==> config.mk <==
export PLATFORM = sky130hd
export DESIGN_NAME = count_multiples_of_either_core
export DESIGN_NICKNAME = d
export VERILOG_FILES = /design/src/rtl/core/cov_pkg.sv /design/src/rtl/core/cov_div.sv /design/src/rtl/core/count_multiples_of_either_core.sv
export SDC_FILE = /design/constraint.sdc
export NUM_CORES = 2
export LEC_CHECK = 0
export BUFFER_PORTS_ARGS = -buffer_cell sky130_fd_sc_hd__buf_2
export CAP_MARGIN = 10
export CORE_AREA = 2 2 430 432
export CTS_BUF_LIST = sky130_fd_sc_hd__clkbuf_8
export DETAILED_ROUTE_END_ITERATION = 8
export DIE_AREA = 0 0 432 434
export GPL_ROUTABILITY_DRIVEN = 1
export PLACE_DENSITY_LB_ADDON = 0.2
export RECOVER_POWER = 25
export REMOVE_ABC_BUFFERS = 1
export SYNTH_ARGS = -nofsm -noshare
export SYNTH_HDL_FRONTEND = slang
export SYNTH_SLANG_ARGS = --single-unit
==> constraint.sdc <==
create_clock -name clk -period 9.1 [get_ports clk]
set_input_delay 2.275 -clock clk [delete_from_list [all_inputs] [get_ports clk]]
set_output_delay 2.275 -clock clk [all_outputs]
set_load 0.02 [all_outputs]
==> src/rtl/core/cov_pkg.sv <==
// shared widths and divider request/response types for the multiples counter
package cov_pkg;

  localparam int DATA_WIDTH = 32;
  localparam int CNT_W      = $clog2(DATA_WIDTH + 1);

  typedef logic [DATA_WIDTH-1:0]   data_t;
  typedef logic [2*DATA_WIDTH-1:0] wide_t;

  typedef struct packed {
    logic  start;
    data_t dividend;
    data_t divisor;
  } div_req_t;

  typedef struct packed {
    logic  done;
    data_t quotient;
    data_t remainder;
  } div_rsp_t;

endpackage

==> src/rtl/core/cov_div.sv <==
// shared restoring divider, one quotient bit per cycle
module cov_div (
  input  logic              clk,
  input  logic              rst,
  input  cov_pkg::div_req_t req,
  output cov_pkg::div_rsp_t rsp
);
  import cov_pkg::*;

  logic             busy;
  logic             done;
  logic [CNT_W-1:0] cnt;
  data_t            rem;
  data_t            quo;
  data_t            dvs;
  logic [DATA_WIDTH:0] partial;
  logic [DATA_WIDTH:0] trial;
  logic                borrow;

  // shift in the next dividend bit and try to subtract
  assign partial = {rem, quo[DATA_WIDTH-1]};
  assign trial   = partial - {1'b0, dvs};
  assign borrow  = trial[DATA_WIDTH];

  always_ff @(posedge clk) begin
    if (rst) begin
      busy <= 1'b0;
      done <= 1'b0;
      cnt  <= '0;
    end else begin
      done <= 1'b0;
      if (req.start) begin
        busy <= 1'b1;
        cnt  <= CNT_W'(DATA_WIDTH);
        rem  <= '0;
        quo  <= req.dividend;
        dvs  <= req.divisor;
      end else if (busy) begin
        rem <= borrow ? partial[DATA_WIDTH-1:0] : trial[DATA_WIDTH-1:0];
        quo <= {quo[DATA_WIDTH-2:0], ~borrow};
        cnt <= cnt - CNT_W'(1);
        if (cnt == CNT_W'(1)) begin
          busy <= 1'b0;
          done <= 1'b1;
        end
      end
    end
  end

  assign rsp.done      = done;
  assign rsp.quotient  = quo;
  assign rsp.remainder = rem;

  a_no_restart: assert property (@(posedge clk) disable iff (rst)
    !(req.start && busy))
    else $error("divider started while busy");

  a_done_after_busy: assert property (@(posedge clk) disable iff (rst)
    done |-> $past(busy))
    else $error("divider done without a running division");

  a_rem_below_divisor: assert property (@(posedge clk) disable iff (rst)
    done |-> (rem < dvs))
    else $error("divider remainder not below divisor");

endmodule

==> src/rtl/core/count_multiples_of_either_core.sv <==
// top level: counts integers in 1..n divisible by a or b (inclusion-exclusion)
//
//  channel | signals                                   | word
//  --------+-------------------------------------------+------------------------------
//  in      | in_valid, in_stall                        | limit, divisor_first, divisor_second
//  out     | out_valid, out_stall                      | union_count, zero_divisor
//
// each word runs k + 4 divisions between its acceptance and the next
// acceptance, k being the number of euclidean steps; every division is a load cycle,
// DATA_WIDTH shift steps and a done cycle on the one shared bit-serial divider
// an lcm above the limit skips the overlap division, (k + 3) passes instead of (k + 4)
// a zero divisor skips the arithmetic and goes straight to the output step
// in_stall is high from acceptance until the cycle after the result enters the output register
// a result waiting on out_stall holds there while the next word is taken in
// rst is synchronous, active high, and clears the sequencer and out_valid
module count_multiples_of_either_core (
  input  logic        clk,
  input  logic        rst,
  input  logic        in_valid,
  output logic        in_stall,
  input  logic [31:0] limit,
  input  logic [31:0] divisor_first,
  input  logic [31:0] divisor_second,
  output logic        out_valid,
  input  logic        out_stall,
  output logic [31:0] union_count,
  output logic        zero_divisor
);
  import cov_pkg::*;

  // one-hot sequencer states
  typedef enum logic [8:0] {
    S_IDLE   = 9'b000000001,
    S_GCD    = 9'b000000010,
    S_LCMDIV = 9'b000000100,
    S_MUL    = 9'b000001000,
    S_CNT_A  = 9'b000010000,
    S_CNT_B  = 9'b000100000,
    S_CNT_L  = 9'b001000000,
    S_SUM    = 9'b010000000,
    S_OUT    = 9'b100000000
  } state_t;

  state_t   state;
  logic     launch;     // one-cycle start for the divider
  data_t    n_reg;      // limit
  data_t    a_reg;      // first divisor
  data_t    b_reg;      // second divisor
  data_t    gx;         // euclid dividend
  data_t    gy;         // euclid divisor, ends as the gcd
  data_t    qg;         // a / gcd
  wide_t    lcm;        // double-width lcm, never overflows
  data_t    acc;        // running inclusion-exclusion sum
  logic     zflag;
  data_t    n_in;
  data_t    a_in;
  data_t    b_in;
  div_req_t div_req;
  div_rsp_t div_rsp;

  // only the low DATA_WIDTH bits of each field take part
  assign n_in = data_t'(limit);
  assign a_in = data_t'(divisor_first);
  assign b_in = data_t'(divisor_second);

  assign in_stall = (state != S_IDLE);

  // operand select for the shared divider
  always_comb begin
    div_req.start = launch;
    case (state)
      S_GCD: begin
        div_req.dividend = gx;
        div_req.divisor  = gy;
      end
      S_LCMDIV: begin
        div_req.dividend = a_reg;
        div_req.divisor  = gy;
      end
      S_CNT_A: begin
        div_req.dividend = n_reg;
        div_req.divisor  = a_reg;
      end
      S_CNT_B: begin
        div_req.dividend = n_reg;
        div_req.divisor  = b_reg;
      end
      S_CNT_L: begin
        div_req.dividend = n_reg;
        div_req.divisor  = lcm[DATA_WIDTH-1:0];
      end
      default: begin
        div_req.dividend = '0;
        div_req.divisor  = '0;
      end
    endcase
  end

  cov_div u_div (
    .clk (clk),
    .rst (rst),
    .req (div_req),
    .rsp (div_rsp)
  );

  always_ff @(posedge clk) begin
    if (rst) begin
      state     <= S_IDLE;
      launch    <= 1'b0;
      out_valid <= 1'b0;
    end else begin
      launch <= 1'b0;
      if (out_valid && !out_stall) begin
        out_valid <= 1'b0;
      end
      case (state)
        S_IDLE: begin
          if (in_valid) begin
            n_reg <= n_in;
            a_reg <= a_in;
            b_reg <= b_in;
            if (a_in == '0 || b_in == '0) begin
              // zero divisor: count forced to zero
              acc   <= '0;
              zflag <= 1'b1;
              state <= S_SUM;
            end else begin
              gx     <= a_in;
              gy     <= b_in;
              zflag  <= 1'b0;
              launch <= 1'b1;
              state  <= S_GCD;
            end
          end
        end
        S_GCD: begin
          if (div_rsp.done) begin
            launch <= 1'b1;
            if (div_rsp.remainder == '0) begin
              state <= S_LCMDIV;   // gy holds the gcd
            end else begin
              gx <= gy;
              gy <= div_rsp.remainder;
            end
          end
        end
        S_LCMDIV: begin
          if (div_rsp.done) begin
            qg    <= div_rsp.quotient;
            state <= S_MUL;
          end
        end
        S_MUL: begin
          lcm    <= wide_t'(qg) * wide_t'(b_reg);
          launch <= 1'b1;
          state  <= S_CNT_A;
        end
        S_CNT_A: begin
          if (div_rsp.done) begin
            acc    <= div_rsp.quotient;
            launch <= 1'b1;
            state  <= S_CNT_B;
          end
        end
        S_CNT_B: begin
          if (div_rsp.done) begin
            acc <= acc + div_rsp.quotient;
            // lcm above the limit: no overlap to take back
            if (lcm > wide_t'(n_reg)) begin
              state <= S_SUM;
            end else begin
              launch <= 1'b1;
              state  <= S_CNT_L;
            end
          end
        end
        S_CNT_L: begin
          if (div_rsp.done) begin
            acc   <= acc - div_rsp.quotient;
            state <= S_SUM;
          end
        end
        S_SUM: begin
          // wait here until the output register is free
          if (!out_valid || !out_stall) begin
            union_count  <= 32'(acc);
            zero_divisor <= zflag;
            out_valid    <= 1'b1;
            state        <= S_OUT;
          end
        end
        S_OUT: begin
          state <= S_IDLE;
        end
        default: begin
          state <= S_IDLE;
        end
      endcase
    end
  end

  a_zero_count: assert property (@(posedge clk) disable iff (rst)
    (out_valid && zero_divisor) |-> (union_count == '0))
    else $error("zero divisor with nonzero count");

  a_accept_busy: assert property (@(posedge clk) disable iff (rst)
    (in_valid && !in_stall) |=> (state != S_IDLE))
    else $error("accepted word did not start the sequencer");

  a_launch_state: assert property (@(posedge clk) disable iff (rst)
    launch |-> (state == S_GCD || state == S_LCMDIV || state == S_CNT_A ||
                state == S_CNT_B || state == S_CNT_L))
    else $error("divider launched outside a divide step");

  a_sum_loads: assert property (@(posedge clk) disable iff (rst)
    (state == S_SUM && (!out_valid || !out_stall)) |=> out_valid)
    else $error("result not loaded into output register");

endmodule

**Word level (Yosys, flattened, before mapping)**

Index checks and enable logic that the tools add are counted.

- Flip-flop bits (word level): 437
- Input bits: 100
- Output and inout bits: 35
- Logic and storage cells: 122

- Add/sub/neg operators: 4
- $mul: 1
- Magnitude comparators: 1
- Eq/ne operators: 21
- Multiplexer cells: 48
- Bitwise operators: 3
- Reduce and logical (&&, ||, !) cells: 23

Operators by type and width:

| kind | number |
|---|---|
| two-way mux 32 bit | 17 |
| case mux 64 bit (5 select lines) | 1 |
| case mux 32 bit (2 select lines) | 2 |
| case mux 32 bit (4 select lines) | 1 |
| zero test 32 bit | 3 |
| two-way mux 9 bit | 8 |
| case mux 9 bit (8 select lines) | 1 |
| > comparator 64 x 32 -> 1 bit | 1 |
| multiplier 32 x 32 -> 64 bit | 1 |
| subtractor 33 x 32 -> 33 bit | 1 |
| adder 32 bit | 1 |
| subtractor 32 bit | 1 |
| two-way mux 8 bit | 2 |
| two-way mux 1 bit | 13 |
| two-way mux 6 bit | 2 |
| != test 2 bit, second input constant | 6 |
| != test 2 x 1 -> 1 bit, second input constant | 5 |
| == test 9 x 1 -> 1 bit, second input constant | 1 |
| == test 9 x 2 -> 1 bit, second input constant | 1 |
| == test 9 x 3 -> 1 bit, second input constant | 1 |
| == test 9 x 4 -> 1 bit, second input constant | 1 |
| == test 9 x 5 -> 1 bit, second input constant | 1 |
| == test 9 x 6 -> 1 bit, second input constant | 1 |
| == test 9 x 7 -> 1 bit, second input constant | 1 |
| 18 further kinds | 28 |

**Logic depth before layout (Yosys ltp)**

- Depth in word-level cells: 5
- Mapped depth: 31
- Mapped depth without buffers: 29

**Modules after synthesis**

Synthesis repeated with hierarchy kept, for this count alone.

- Cell total of the unflattened synthesis: 5425
- Area, all modules: 54417.2 um^2

By module, submodules not included:

| module | instances | cells each | area each (um^2) | seq. area each (um^2) |
|---|---|---|---|---|
| count_multiples_of_either_core | 1 | 4929 | 48596.6 | 9889.5 |
| cov_div | 1 | 496 | 5820.6 | 3042.9 |

**Worst setup path after synthesis**

Ideal clock, no wire load.

- Path type: register to register
- From: reg b_reg[8]
- To: reg lcm[56] (data pin)
- Setup time: 0.259 ns
- Data arrival time: 7.496 ns
- Required time: 8.841 ns
- Path slack: 1.345 ns
- Stages on the path, launching flop included: 27
- Buffers on the path: 2
- Clock period less this slack: 7.755 ns
- Path through: edfxtp_1 > clkbuf_1 > and2_1 > fa_1 > fa_1 > inv_1 > fa_1 > fa_1 > inv_1 > fa_1 > fa_1 > fa_1 > inv_1 > fa_1 > inv_1 > ha_1 > clkbuf_1 > nand4_1 > nor3_1 > nand3_1 > a211oi_1 > o21ai_0 > o31ai_1 > a31oi_1 > o21ai_0 > nor2_1 > a211o_1

- Longest elaborated chain between the ends: 1

RTL lines:

| item | line | RTL |
|---|---|---|
| start, declared | count_multiples_of_either_core.sv:48 | `data_t b_reg;` |
| start signal, assigned | count_multiples_of_either_core.sv:121 | `b_reg <= b_in;` |
| multiplier 32 x 32 -> 64 bit | count_multiples_of_either_core.sv:154 | `lcm <= wide_t'(qg) * wide_t'(b_reg);` |
| end signal, assigned | count_multiples_of_either_core.sv:154 |  |
| end, declared | count_multiples_of_either_core.sv:52 | `wide_t lcm;` |

Every way passes these cells.
A chain may end at the register's enable or synchronous reset.

**Worst setup path in the final report**

- From: reg b_reg[7]
- To: reg lcm[56] (data pin)

Same word-level chain as after synthesis.

==> flow_summary.ini <==
[global_routing]
grt_pass1_wl_microns = 270000
grt_remaining_overflow = 0
grt_max_degree = 100
antenna_found_initial = 11
gr-usage-all-layers_pct = 19.2
grt_pass1_vias = 42400

[die]
start_util_pct = 29.9
fp.dieH_microns = 434
io_pins = 135
die_area_sq_um = 187000
die_w_microns = 432
rows = 157
core_area_sq_um = 182000

[yosys]
yosysWarnings = 0
synth_ff_type = edfxtp_1
ys_seq_area_share_pct = 23.7
synth_area_per_cell_sq_um = 9.91
synth_edf_count = 418
synth.distinct_cells = 81
async_reset_ff_share_pct = 0
synth_cells = 5501
synth_seq_cells = 437
synth_area_sq_um = 54500

[worst_setup_path]
crit_buf_inv = 4
path_delay_family = adder cells
cp_common_cell = fa_1
cp-end-kind = register
crit_fanout = 18
path_class = register to register
start_kind = register
critPathMaxStageDelay_ns = 0.88
crit_path_cell_trace = and2_1 > fa_1 > fa_1 > fa_1 > inv_1 > fa_1 > inv_1 > fa_1 > inv_1 > fa_1 > inv_1 > fa_1 > fa_1 > ha_1 > a21o_1 > a21o_1 > a21oi_1 > o221ai_1 > or4_1 > o21ai_0 > o31ai_2 > a31oi_1 > o21ai_0 > a211o_1
required_ns = 9.61
cp.arrival_ns = 9.20
crit_path_top_delay_cell = edfxtp_1

[place]
dpl_worst_slack_ns = 0.133
post-place-cells = 7867
post_dp_cell_area_sq_um = 58200
dp_hpwl_microns = 142000
place_congestion = 0.871
portBuffers = 134

[flow_run]
cap_violations = 1

[run_status]
status = finished, violations left
violations = capacitance limit, slew limit

[clocking]
clk_latency_ns = 0.79
cts_hold_buf = 0
clk_pin_slew_ns = 0.06
clk_path_buf_depth = 3
cts_tree = yes
numCtsBuffers = 85
cts_root_buffer = clkbuf_8
clock-sinks = 437
htree_levels = 3

[sta]
worst_slew_pin_slew_ns = 3.71
finalSetupViolCount = 0
rsz0062_at_grt = no
skew_ns = 0.0616
setup_ws_ns = 0.413
finalCritPeriodShare_pct = 95.5
clock.fmax_mhz = 115
fin_setup_tns_ns = 0
layout_min_cycle_time_ns = 8.69
hold_viol = 0
maxSlewViolCount = 67
relSlewSlack_pct = -147

[layout]
largest_reg_flops = 64
stdcell_area_sq_um = 59900
top_register = lcm
layout-drive-gt1-share_pct = 6.19
nets = 6933
instances_no_fill = 8032
area_delta_synth_final_pct = 9.90

[detailed_routing]
ant_nets = 0
dr.pass1.iters = 9
drt_first_iter_violations = 2884
via_per_inst = 4.88
via_count = 39200
drc_errors = 0
wl_microns = 177000
wire_per_inst_microns = 22.1

[worst_hold_path]
hold_path_class = register to register
-- final cells by class --
class                   instances  area (sq um)
diodes                          7          17.5
clock buffers                  85          1170
fillers                     18800        123000
repair buffers                278          1710
multi-input cells            3812         36900
flip-flops and latches        437         12900
inverters                     960          3600
well taps                    2385          2980
clock inverters                68           563
-- synthesized netlist by cell type (all sizes together), types with 4 or more instances --
library cell | number | area share, %
a21oi | 174 | 1.6
nand2 | 795 | 5.5
ha | 361 | 8.3
edfxtp | 418 | 23
and2 | 590 | 6.8
nand4 | 43 | 0.49
o2111ai | 4 | 0.064
fa | 898 | 33
nor2b | 21 | 0.25
or2 | 13 | 0.15
nor3b | 4 | 0.055
dfxtp | 19 | 0.70
a211o | 6 | 0.096
a22o | 5 | 0.080
nand3 | 30 | 0.28
o31ai | 14 | 0.19
mux2i | 31 | 0.57
xnor2 | 88 | 1.4
or3 | 11 | 0.13
and3 | 15 | 0.17
o41ai | 6 | 0.096
a222oi | 64 | 1.2
a211oi | 25 | 0.38
o21ai | 92 | 0.85
buf | 6 | 0.12
clkbuf | 286 | 2.0
inv | 960 | 6.6
a21o | 78 | 1.1
o21a | 14 | 0.19
nor4 | 44 | 0.50
a31oi | 17 | 0.20
nor3 | 29 | 0.27
nor2 | 168 | 1.2
o21bai | 27 | 0.37
xor2 | 59 | 0.95
or4 | 8 | 0.12
nand2b | 20 | 0.23
-- placed cells by master, fill, tap and decap left out, types with 8 or more instances in the layout --
cell and count:
fa_1 898, nand2_1 795, mux2i_1 31, nor3_1 29, nand4_1 43, o21ai_0 88
clkbuf_8 85, nor4_1 44, a211oi_1 23, or3_1 11, bufinv_16 8, nor2b_1 20
nor2_1 160, xnor2_1 88, clkinv_1 19, xor2_1 59, nand2b_1 20, inv_1 977
o21a_1 14, o21bai_1 27, buf_4 129, a31oi_1 17, and2_1 588, buf_2 56
clkbuf_1 85, a21oi_1 173, nand3_1 29, and3_1 15, a222oi_1 64, edfxtp_1 418
clkinv_2 15, dfxtp_1 18, or2_2 12, ha_1 361, a21o_1 78, o31ai_1 12
-- routing by layer --
layer	track usage, %	part of all wire (%)
met2	34.0	50
met4	6.87	4.0
met3	2.26	4.3
met5	0	0
met1	24.1	41
-- path summary, 6_finish.rpt --
| check | startpoint | to | slack [ns] | cells past startpoint |
|---|---|---|---|---|
| hold reg to reg | zflag | zero_divisor | 0.42 | 0 |
| hold / removal | zflag | zero_divisor | 0.42 | 0 |
| setup / recovery | b_reg[7] | lcm[56] | 0.41 | 24 |
| setup reg to reg | b_reg[7] | lcm[56] | 0.41 | 24 |
-- worst register-to-register path, cell delays in order (launching register included) --
cell	delay (ns)
edfxtp_1	0.88
and2_1	0.26
fa_1	0.43
fa_1	0.50
fa_1	0.53
inv_1	0.05
fa_1	0.47
inv_1	0.05
fa_1	0.50
inv_1	0.06
fa_1	0.58
inv_1	0.07
fa_1	0.40
fa_1	0.48
ha_1	0.35
a21o_1	0.19
a21o_1	0.17
a21oi_1	0.19
o221ai_1	0.20
or4_1	0.42
o21ai_0	0.60
o31ai_2	0.20
a31oi_1	0.34
o21ai_0	0.23
a211o_1	0.31
-- per-stage QoR --
| step | util [%] | hold slack [ns] |
|---|---|---|
| after global routing | 32.8 | 0.453 |
| after CTS | 32.9 | 0.422 |
| after global placement | 31.9 | 0.405 |
| after detailed placement | 31.9 | 0.408 |
| after floorplan | - | 0.400 |
| final | 32.8 | 0.419 |
-- what timing repair did --
item	CTS	global route
resized for setup	0	2
hold endpoints to repair	0	0
buffers inserted	0	5
setup endpoints to repair	0	6
-- kinds of logic (layout without fill, tap and decap cells) --
family,Yosys count,after routing,synth area share (%)
xor+xnor,147,147,2.36
flops,437,437,23.7
fa+ha+maj,1259,1259,41.3
mux,31,31,0.569
buf+inv,1252,1391,8.70
compound gates,569,569,7.08
simple gates,1806,1806,16.3
other cells,0,7,0
Power is not shown: default switching activity piles up to over one toggle a cycle in this logic, so the estimate is an artifact.
